--- src/rtl/pfb_pkg.sv ---
// Shared constants, types and helper functions for the page framebuffer blitter.
`default_nettype none

package pfb_pkg;

  // Screen geometry and the size of the page-organised store.
  localparam int unsigned SCREEN_COLUMNS = 128;
  localparam int unsigned SCREEN_ROWS    = 32;
  localparam int unsigned PAGE_COUNT     = (SCREEN_ROWS + 7) / 8;
  localparam int unsigned STORE_BYTES    = SCREEN_COLUMNS * PAGE_COUNT;
  localparam int unsigned ADDR_W         = $clog2(STORE_BYTES);

  // Field widths fixed by the interface.
  localparam int unsigned DATA_W  = 8;
  localparam int unsigned COORD_W = 8;
  localparam int unsigned INDEX_W = 9;
  localparam int unsigned BYTE_W  = 5;
  localparam int unsigned CFG_W   = 8;

  // Reset value of the source bitmap width and height.
  localparam logic [CFG_W-1:0] BLIT_SIZE_RST = 8'd8;

  typedef enum logic [1:0] {
    REQ_BLIT  = 2'd0,
    REQ_SET   = 2'd1,
    REQ_CLEAR = 2'd2,
    REQ_READ  = 2'd3
  } req_e;

  typedef enum logic [1:0] {
    CFG_DEST_X      = 2'd0,
    CFG_DEST_Y      = 2'd1,
    CFG_BLIT_WIDTH  = 2'd2,
    CFG_BLIT_HEIGHT = 2'd3
  } cfg_e;

  typedef enum logic [2:0] {
    ST_INIT      = 3'd0,
    ST_IDLE      = 3'd1,
    ST_RMW       = 3'd2,
    ST_DRAIN     = 3'd3,
    ST_READ      = 3'd4,
    ST_READ_WAIT = 3'd5,
    ST_CLEAR     = 3'd6
  } state_e;

  // Commands from the controller to the datapath.
  typedef struct packed {
    logic accept;
    logic sweep;
    logic issue;
    logic rd_issue;
    logic result;
  } ctrl_cmd_t;

  // Status from the datapath to the controller.
  typedef struct packed {
    logic sweep_last;
    logic rmw_last;
  } ctrl_status_t;

  // Store address of the byte that holds pixel (x, y); callers clip first.
  function automatic logic [ADDR_W-1:0] pixel_addr(input logic [COORD_W-1:0] x,
                                                   input logic [COORD_W-1:0] y);
    return ADDR_W'(int'(y >> 3) * SCREEN_COLUMNS + int'(x));
  endfunction

endpackage

`default_nettype wire

--- src/rtl/pfb_ram.sv ---
// Generic single-write, single-read RAM with a registered read port.
`default_nettype none

module pfb_ram #(
  parameter int unsigned WIDTH = 8,
  parameter int unsigned DEPTH = 512
) (
  input  wire logic                     clk_i,
  input  wire logic                     we_i,
  input  wire logic [$clog2(DEPTH)-1:0] waddr_i,
  input  wire logic [WIDTH-1:0]         wdata_i,
  input  wire logic                     re_i,
  input  wire logic [$clog2(DEPTH)-1:0] raddr_i,
  output logic      [WIDTH-1:0]         rdata_o
);

  logic [WIDTH-1:0] mem_q [DEPTH];
  logic [WIDTH-1:0] rdata_q;

  // Write and registered read; the two ports never address the same entry here.
  always_ff @(posedge clk_i) begin
    if (we_i) begin
      mem_q[waddr_i] <= wdata_i;
    end
    if (re_i) begin
      rdata_q <= mem_q[raddr_i];
    end
  end

  assign rdata_o = rdata_q;

endmodule

`default_nettype wire

--- src/rtl/pfb_ctrl.sv ---
// Controller state machine that sequences requests through the datapath.
`default_nettype none

module pfb_ctrl (
  input  wire logic                  clk_i,
  input  wire logic                  rst_ni,
  input  wire logic                  start_i,
  input  wire pfb_pkg::req_e         req_type_i,
  input  wire pfb_pkg::ctrl_status_t status_i,
  output logic                       busy_o,
  output pfb_pkg::ctrl_cmd_t         cmd_o
);

  import pfb_pkg::*;

  state_e state_q, state_d;

  // State register; reset starts the clearing pass over the store.
  always_ff @(posedge clk_i or negedge rst_ni) begin
    if (!rst_ni) begin
      state_q <= ST_INIT;
    end else begin
      state_q <= state_d;
    end
  end

  // Next state and commands.
  always_comb begin
    state_d = state_q;
    cmd_o   = '0;
    busy_o  = 1'b1;
    unique case (state_q)
      ST_INIT: begin
        cmd_o.sweep = 1'b1;
        if (status_i.sweep_last) begin
          state_d = ST_IDLE;
        end
      end
      ST_IDLE: begin
        busy_o = 1'b0;
        if (start_i) begin
          cmd_o.accept = 1'b1;
          unique case (req_type_i)
            REQ_BLIT, REQ_SET: state_d = ST_RMW;
            REQ_CLEAR:         state_d = ST_CLEAR;
            REQ_READ:          state_d = ST_READ;
            default:           state_d = ST_IDLE;
          endcase
        end
      end
      ST_RMW: begin
        cmd_o.issue = 1'b1;
        if (status_i.rmw_last) begin
          state_d = ST_DRAIN;
        end
      end
      ST_DRAIN: begin
        // The last modified byte is written back in this cycle.
        cmd_o.result = 1'b1;
        state_d      = ST_IDLE;
      end
      ST_READ: begin
        cmd_o.rd_issue = 1'b1;
        state_d        = ST_READ_WAIT;
      end
      ST_READ_WAIT: begin
        cmd_o.result = 1'b1;
        state_d      = ST_IDLE;
      end
      ST_CLEAR: begin
        cmd_o.sweep = 1'b1;
        if (status_i.sweep_last) begin
          cmd_o.result = 1'b1;
          state_d      = ST_IDLE;
        end
      end
      default: begin
        state_d = ST_INIT;
      end
    endcase
  end

endmodule

`default_nettype wire

--- src/rtl/pfb_datapath.sv ---
// Datapath: configuration, blit position, read-modify-write pipe and frame store.
`default_nettype none

module pfb_datapath (
  input  wire logic                             clk_i,
  input  wire logic                             rst_ni,
  input  wire pfb_pkg::ctrl_cmd_t               cmd_i,
  output pfb_pkg::ctrl_status_t                 status_o,
  input  wire logic                             cfg_we_i,
  input  wire logic [1:0]                       cfg_index_i,
  input  wire logic [pfb_pkg::CFG_W-1:0]        cfg_data_i,
  input  wire pfb_pkg::req_e                    req_type_i,
  input  wire logic [pfb_pkg::COORD_W-1:0]      pixel_x_i,
  input  wire logic [pfb_pkg::COORD_W-1:0]      pixel_y_i,
  input  wire logic                             pixel_value_i,
  input  wire logic [pfb_pkg::DATA_W-1:0]       source_byte_i,
  input  wire logic [pfb_pkg::INDEX_W-1:0]      read_index_i,
  output logic                                  result_valid_o,
  output logic [pfb_pkg::DATA_W-1:0]            read_data_o,
  output logic                                  blit_done_o
);

  import pfb_pkg::*;

  // Configuration registers.
  logic [CFG_W-1:0] dest_x_q, dest_y_q, width_q, height_q;

  // Blit position within the source bitmap.
  logic [CFG_W-1:0]  row_q, row_next;
  logic [BYTE_W-1:0] byte_q, byte_next;
  logic              step_done;

  // Latched request.
  req_e               op_req_q;
  logic [COORD_W-1:0] op_x_q, op_col_q, op_y_q;
  logic [DATA_W-1:0]  op_bits_q;
  logic               op_en_q, op_done_q, op_rd_ok_q;
  logic [INDEX_W-1:0] op_ridx_q;
  logic [2:0]         pix_q;

  // Write-back stage of the read-modify-write pipe.
  logic              wb_valid_q, wb_val_q;
  logic [ADDR_W-1:0] wb_addr_q;
  logic [2:0]        wb_sel_q;

  // Clearing sweep.
  logic [ADDR_W-1:0] sweep_q;
  logic              sweep_last;

  // Result registers.
  logic              result_valid_q, blit_done_q;
  logic [DATA_W-1:0] read_data_q;

  // Per-pixel signals and store ports.
  logic [COORD_W-1:0] pix_col, pix_x, blit_col_base;
  logic               pix_write;
  logic [ADDR_W-1:0]  pix_addr, ram_waddr, ram_raddr;
  logic [DATA_W-1:0]  ram_rdata, ram_wdata, merged;
  logic               ram_we, ram_re;
  logic [5:0]         bpr_raw, bpr, byte_inc;
  logic [CFG_W:0]     row_inc;

  // Advance of the blit position by one source byte.
  always_comb begin
    bpr_raw  = 6'((9'(width_q) + 9'd7) >> 3);
    bpr      = (bpr_raw == 6'd0) ? 6'd1 : bpr_raw;
    byte_inc = 6'(byte_q) + 6'd1;
    row_inc  = (CFG_W + 1)'(row_q) + (CFG_W + 1)'(1);
    row_next = row_q;
    if (byte_inc < bpr) begin
      byte_next = byte_inc[BYTE_W-1:0];
      step_done = 1'b0;
    end else begin
      byte_next = '0;
      if (row_inc >= (CFG_W + 1)'(height_q)) begin
        row_next  = '0;
        step_done = 1'b1;
      end else begin
        row_next  = row_inc[CFG_W-1:0];
        step_done = 1'b0;
      end
    end
  end

  assign blit_col_base = {byte_q, 3'b000};

  // Configuration registers and blit position; any write restarts the blit.
  always_ff @(posedge clk_i or negedge rst_ni) begin
    if (!rst_ni) begin
      dest_x_q <= '0;
      dest_y_q <= '0;
      width_q  <= BLIT_SIZE_RST;
      height_q <= BLIT_SIZE_RST;
      row_q    <= '0;
      byte_q   <= '0;
    end else if (cfg_we_i) begin
      unique case (cfg_e'(cfg_index_i))
        CFG_DEST_X:      dest_x_q <= cfg_data_i;
        CFG_DEST_Y:      dest_y_q <= cfg_data_i;
        CFG_BLIT_WIDTH:  width_q  <= cfg_data_i;
        CFG_BLIT_HEIGHT: height_q <= cfg_data_i;
        default:         dest_x_q <= dest_x_q;
      endcase
      row_q  <= '0;
      byte_q <= '0;
    end else if (cmd_i.accept && req_type_i == REQ_BLIT) begin
      row_q  <= row_next;
      byte_q <= byte_next;
    end
  end

  // Request latch at the input transfer.
  always_ff @(posedge clk_i) begin
    if (cmd_i.accept) begin
      op_req_q   <= req_type_i;
      op_ridx_q  <= read_index_i;
      op_rd_ok_q <= (INDEX_W + 1)'(read_index_i) < (INDEX_W + 1)'(STORE_BYTES);
      op_done_q  <= (req_type_i == REQ_BLIT) && step_done;
      if (req_type_i == REQ_BLIT) begin
        op_x_q    <= dest_x_q + blit_col_base;
        op_col_q  <= blit_col_base;
        op_y_q    <= dest_y_q + row_q;
        op_bits_q <= source_byte_i;
        op_en_q   <= row_q < height_q;
      end else begin
        op_x_q    <= pixel_x_i;
        op_col_q  <= '0;
        op_y_q    <= pixel_y_i;
        op_bits_q <= {{(DATA_W - 1){1'b0}}, pixel_value_i};
        op_en_q   <= 1'b1;
      end
    end
  end

  // Pixel counter within one request.
  always_ff @(posedge clk_i or negedge rst_ni) begin
    if (!rst_ni) begin
      pix_q <= '0;
    end else if (cmd_i.accept) begin
      pix_q <= '0;
    end else if (cmd_i.issue) begin
      pix_q <= pix_q + 3'd1;
    end
  end

  // Clipping of the current pixel against the bitmap shape and the screen.
  always_comb begin
    pix_col   = op_col_q + COORD_W'(pix_q);
    pix_x     = op_x_q + COORD_W'(pix_q);
    pix_write = op_en_q
             && (op_req_q == REQ_SET || pix_col < width_q)
             && ((COORD_W + 1)'(pix_x) < (COORD_W + 1)'(SCREEN_COLUMNS))
             && ((COORD_W + 1)'(op_y_q) < (COORD_W + 1)'(SCREEN_ROWS));
    pix_addr  = pixel_addr(pix_x, op_y_q);
  end

  // Write-back stage: the byte read for a pixel is modified and written next cycle.
  always_ff @(posedge clk_i or negedge rst_ni) begin
    if (!rst_ni) begin
      wb_valid_q <= 1'b0;
    end else begin
      wb_valid_q <= cmd_i.issue && pix_write;
    end
  end

  always_ff @(posedge clk_i) begin
    if (cmd_i.issue) begin
      wb_addr_q <= pix_addr;
      wb_sel_q  <= op_y_q[2:0];
      wb_val_q  <= op_bits_q[pix_q];
    end
  end

  // Sweep counter for the clear and the pass after reset.
  assign sweep_last = (sweep_q == ADDR_W'(STORE_BYTES - 1));

  always_ff @(posedge clk_i or negedge rst_ni) begin
    if (!rst_ni) begin
      sweep_q <= '0;
    end else if (cmd_i.sweep) begin
      sweep_q <= sweep_last ? '0 : sweep_q + ADDR_W'(1);
    end
  end

  // Store port selection.
  always_comb begin
    merged           = ram_rdata;
    merged[wb_sel_q] = wb_val_q;
    ram_we           = cmd_i.sweep || wb_valid_q;
    ram_waddr        = cmd_i.sweep ? sweep_q : wb_addr_q;
    ram_wdata        = cmd_i.sweep ? '0 : merged;
    ram_re           = cmd_i.issue || cmd_i.rd_issue;
    ram_raddr        = cmd_i.rd_issue ? ADDR_W'(op_ridx_q) : pix_addr;
  end

  pfb_ram #(
    .WIDTH (DATA_W),
    .DEPTH (STORE_BYTES)
  ) u_store (
    .clk_i   (clk_i),
    .we_i    (ram_we),
    .waddr_i (ram_waddr),
    .wdata_i (ram_wdata),
    .re_i    (ram_re),
    .raddr_i (ram_raddr),
    .rdata_o (ram_rdata)
  );

  // Result registers: one strobe cycle per request.
  always_ff @(posedge clk_i or negedge rst_ni) begin
    if (!rst_ni) begin
      result_valid_q <= 1'b0;
    end else begin
      result_valid_q <= cmd_i.result;
    end
  end

  always_ff @(posedge clk_i) begin
    if (cmd_i.result) begin
      read_data_q <= (op_req_q == REQ_READ && op_rd_ok_q) ? ram_rdata : '0;
      blit_done_q <= op_done_q;
    end
  end

  assign status_o.sweep_last = sweep_last;
  assign status_o.rmw_last   = (op_req_q == REQ_SET) || (pix_q == 3'd7);

  assign result_valid_o = result_valid_q;
  assign read_data_o    = read_data_q;
  assign blit_done_o    = blit_done_q;

endmodule

`default_nettype wire

--- src/rtl/page_framebuffer_blitter_unit.sv ---
// Top level of the page framebuffer blitter: controller plus datapath.
// Blit byte: a read-modify-write per pixel on the single store port pair, then a drain;
// a new request is taken only once the block is idle again, as its result strobe shows.
// Set pixel: a read-modify-write and a drain; read byte: a read and a wait state;
// clear: one store byte per cycle. After reset a clearing pass runs with busy_o high;
// registers reset at once. The receiver cannot stall: each result is shown for exactly one cycle.
`default_nettype none

module page_framebuffer_blitter_unit (
  input  wire logic                          clk_i,
  input  wire logic                          rst_ni,
  input  wire logic                          start_i,
  output logic                               busy_o,
  input  wire logic                          cfg_we_i,
  input  wire logic [1:0]                    cfg_index_i,
  input  wire logic [pfb_pkg::CFG_W-1:0]     cfg_data_i,
  input  wire logic [1:0]                    req_type_i,
  input  wire logic [pfb_pkg::COORD_W-1:0]   pixel_x_i,
  input  wire logic [pfb_pkg::COORD_W-1:0]   pixel_y_i,
  input  wire logic                          pixel_value_i,
  input  wire logic [pfb_pkg::DATA_W-1:0]    source_byte_i,
  input  wire logic [pfb_pkg::INDEX_W-1:0]   read_index_i,
  output logic                               result_valid_o,
  output logic [pfb_pkg::DATA_W-1:0]         read_data_o,
  output logic                               blit_done_o
);

  import pfb_pkg::*;

  ctrl_cmd_t    cmd;
  ctrl_status_t status;
  req_e         req_type;

  assign req_type = req_e'(req_type_i);

  // Sequencing of each request.
  pfb_ctrl u_ctrl (
    .clk_i      (clk_i),
    .rst_ni     (rst_ni),
    .start_i    (start_i),
    .req_type_i (req_type),
    .status_i   (status),
    .busy_o     (busy_o),
    .cmd_o      (cmd)
  );

  // Store, configuration and result path.
  pfb_datapath u_datapath (
    .clk_i          (clk_i),
    .rst_ni         (rst_ni),
    .cmd_i          (cmd),
    .status_o       (status),
    .cfg_we_i       (cfg_we_i),
    .cfg_index_i    (cfg_index_i),
    .cfg_data_i     (cfg_data_i),
    .req_type_i     (req_type),
    .pixel_x_i      (pixel_x_i),
    .pixel_y_i      (pixel_y_i),
    .pixel_value_i  (pixel_value_i),
    .source_byte_i  (source_byte_i),
    .read_index_i   (read_index_i),
    .result_valid_o (result_valid_o),
    .read_data_o    (read_data_o),
    .blit_done_o    (blit_done_o)
  );

endmodule

`default_nettype wire

--- config.mk ---
export PLATFORM = sky130hd
export DESIGN_NAME = page_framebuffer_blitter_unit
export DESIGN_NICKNAME = d
export VERILOG_FILES = /design/src/rtl/pfb_pkg.sv /design/src/rtl/pfb_ram.sv /design/src/rtl/pfb_ctrl.sv /design/src/rtl/pfb_datapath.sv /design/src/rtl/page_framebuffer_blitter_unit.sv
export SDC_FILE = /design/constraint.sdc
export NUM_CORES = 2
export LEC_CHECK = 0
export ABC_AREA = 1
export BUFFER_PORTS_ARGS = -buffer_cell sky130_fd_sc_hd__buf_2
export CAP_MARGIN = 20
export CORE_MARGIN = 4
export CORE_UTILIZATION = 63
export CTS_CLUSTER_DIAMETER = 100
export CTS_CLUSTER_SIZE = 25
export DETAILED_ROUTE_END_ITERATION = 8
export PLACE_DENSITY = 0.78
export SYNTH_ARGS = -nofsm -noshare
export SYNTH_HDL_FRONTEND = slang
export SYNTH_SLANG_ARGS = --single-unit
--- constraint.sdc ---
create_clock -name clk_i -period 34.5 [get_ports clk_i]
set_input_delay 6.9 -clock clk_i [delete_from_list [all_inputs] [get_ports clk_i]]
set_output_delay 6.9 -clock clk_i [all_outputs]
set_load 0.02 [all_outputs]
==> impl_results.md <==
- DIE WIDTH: between 500 and 600 µm
- Total die area: between 200,000 and 300,000 µm²
- Gpl congestion: around 0.86
- Clk slew on worst S/H paths: about 0.10 ns
- IO Pins: 61
- First-pass GRT wire length: 658,800 µm
- Pwr dens: around 99 nW/µm²
- Post-CTS Hold Buffers: 0
- Global Route Usage Sum: between 30 and 40%
- Number of distinct library cells after synthesis: between 40 and 50
- Area growth from synthesis to layout: 4.042%
- Setup Viol. Count Final: 0
- Root Driver: clkbuf_16
- Critical path type: reg2out
- Clock insertion delay at the later pin of the skew report: 0.92 ns
- FF+latch area: around 130,000 µm²
- Worst path required time: between 20 and 30 ns
- Resized cells post-CTS: 0
- Ys async rst share: roughly 1.5%
- Critical Path Source Type: flop
- Outcome: completed
- Clock share of power: roughly 14%
- Area of the core: between 200,000 and 300,000 µm²
- Worst Tran Pin Value: approximately 1.2 ns
- Seq cells post-synth: 4,230
- Final WL: 443,400 µm
- Chip height: approximately 530 µm
- Largest net degree at the start of global routing: approximately 210
- Syn_area_per_cell: between 10 and 15 µm²
- Vias per cell: between 6 and 7
- CTS Buf Count: 195
- Hold Fails Final Rpt: 0
- NumNets Final: around 14,000
- Hold WS: roughly 0.44 ns
- Net Sw Frac: ~45%
- Int Power: 9.885 mW
- Final TNS setup: 0 ns
- Yosys Warn Count: 0
- Post-CTS setup buffers: 0
- Maximum clock frequency: around 110 MHz
- Post-synth EDFFs: between 4,000 and 5,000
- Most frequent cells in the layout: 4,202 x nand2_1, 4,195 x nand3_1, 4,168 x edfxtp_1
- Sequential element share of the synthesized area: between 70% and 80%
- Switch Pwr: 8.017 mW
- Inst Count DP: between 15,000 and 20,000
- Final Instance Count excl. Fillers: 17,680
- Tcrit/Tclk final: between 20% and 30%
- Worst slew margin: between 10% and 20%
- Initial antenna violation count: 14
- Layout cells sized above 1: under 10%
- Number of I/O port buffers: 60
- Grt ovf: 0
- RSZ-0062 raised after global routing: no
- Leakage power: 61.79 nW
- Power share of the sequential group: between 30% and 40%
- Post-Synthesis Net Count: between 10,000 and 15,000
- CP arrival: 2.19 ns
- Dominant synthesized flop cell: edfxtp_1
- Crit-path max FO: 4
- Clock H-tree levels: 4
- Via Count: roughly 110k
- Vias in the first global route: ~110k
- Worst Skew: between 0.04 and 0.05 ns
- Drt first pass iters: 7
- CTS tree: built
- DP HPWL: about 240,000 µm
- Endpoint class of the critical path: output pin
- Worst Hold Class: reg2reg
- Number of remaining DRC errors: 0
- Fillcell total: around 19,000
- Post-DRT Antenna Nets: 0
- Wire per inst: between 20 and 30 µm
- Max_cap viols: 0
- Multi-input gate area: ~41,000 µm²
- Slew Limit Fails: 0
- DRT iter0 DRCs: ~19,000
- Mapped Area: between 150,000 and 200,000 µm²
- Initial cell density of the core: a little over three fifths
- Clk sinks: approximately 4,200
- # rows: 192
- Commonest non-fill, non-tap cell in the layout: nand2_1
- Min cycle time layout: ~9.1 ns
- Post-Syn Instances: roughly 15,000
- Peak VDD IR: between 150 and 200 µV
- Combinational power share: 47.0%
- CTS Buffer Depth: 4
[state kept, by name, indices dropped and copies added, names as in the netlist, 9 cells and up]
signal,count
u_datapath.op_ridx_q,9
u_datapath.sweep_q,9
u_datapath.u_store.mem_q,4096
u_datapath.wb_addr_q,9
[through the flow]
| stage | area (µm²) | total power [mW] | utilization (%) | worst slack, ns |
|---|---|---|---|---|
| detailed placement | 174900 | 15.23 | 63.92 | 25.21 |
| global placement | 174900 | 15.02 | 63.92 | 25.21 |
| finish | 180100 | 17.90 | 65.83 | 25.41 |
| floorplan | 173100 | 13.44 | - | 10.23 |
| CTS | 180000 | 17.67 | 65.78 | 25.37 |
| global route | 180100 | 18.68 | 65.83 | 25.27 |
[routing by layer]
layer,GRT usage (%),vias up,wire [µm]
met5,0,-,140
met4,12.62,20,19750
met3,6.275,1002,58220
met2,46.26,7911,203100
met1,43.61,54980,162100
li1,-,50480,-
[cell type report]
| cell class | count | area share, % |
|---|---|---|
| well taps | 3589 | 2.493 |
| clock inverters | 6 | 0.03334 |
| multi-input cells | 9263 | 22.93 |
| flip-flops and latches | 4230 | 70.34 |
| inverters | 136 | 0.2945 |
| repair buffers | 232 | 1.109 |
| clock buffers | 215 | 2.786 |
| diodes | 8 | 0.01111 |
[worst max-delay path: stages (launching register included)]
cell	delay (ns)
dfrtp_1	0.47
inv_1	0.08
nor2_1	0.14
inv_1	0.07
nor2_1	0.24
inv_2	0.10
buf_2	0.17
[cell families (layout without fill, tap and decap cells)]
kind of cell | after synthesis | count (layout) | share of synthesized area, %
adders and majority gates | 52 | 52 | 0.3888
buffers and inverters | 1136 | 589 | 3.139
and+or+nand+nor | 9034 | 9034 | 22.67
DFF | 4230 | 4230 | 73.19
xor gates and xnor gates | 27 | 27 | 0.1366
AOI/OAI and AO/OA | 150 | 150 | 0.4813
other | 0 | 8 | 0
[worst paths after layout]
| path | startpoint | end | slack (ns) | depth (start not counted) |
|---|---|---|---|---|
| max in group asynchronous | rst_ni | u_datapath.row_q[6] | 27.81 | 2 |
| hold / removal | u_datapath.op_y_q[2] | u_datapath.wb_sel_q[2] | 0.44 | 0 |
| min in group asynchronous | rst_ni | u_datapath.height_q[7] | 6.15 | 2 |
| hold reg to reg | u_datapath.op_y_q[2] | u_datapath.wb_sel_q[2] | 0.44 | 0 |
| setup reg to reg | u_ctrl.state_q[2] | u_datapath.u_store.rdata_o[1] | 27.25 | 16 |
| setup / recovery | u_ctrl.state_q[0] | busy_o | 25.41 | 6 |
[power groups by stage]
stage                     clock network [mW]  registers, mW  logic [mW]
after floorplan                            0           8.11        5.33
after global placement                     0           7.07        7.95
after CTS                               2.53           6.96        8.18
final                                   2.53           6.96        8.41
after global routing                    2.71           6.97        9.00
after detailed placement                   0           7.08        8.15
[synthesized netlist by cell type, drive strengths merged (2+ instances only)]
master     n  share of area (%)
o221ai     2              0.010
nand4      4              0.014
nor3      14              0.040
nand3b     3              0.013
ha        49               0.35
dfrtp     60               0.87
o21ai     92               0.28
buf      796                2.4
inv      136               0.29
o21a       2             0.0087
xor2      21               0.11
o31ai      2             0.0087
a21boi     2             0.0087
a211oi     3              0.013
fa         3              0.035
or2        2             0.0072
edfxtp  4168                 72
nor2     587                1.3
a31oi      3              0.011
o22ai      8              0.029
clkbuf   204               0.44
a21oi     33              0.095
xnor2      6              0.030
nor4       3              0.011
dfstp      2              0.030
nand2   4223                9.2
nand3   4196                 12
No activity file was read; power rests on OpenSTA's default activity.
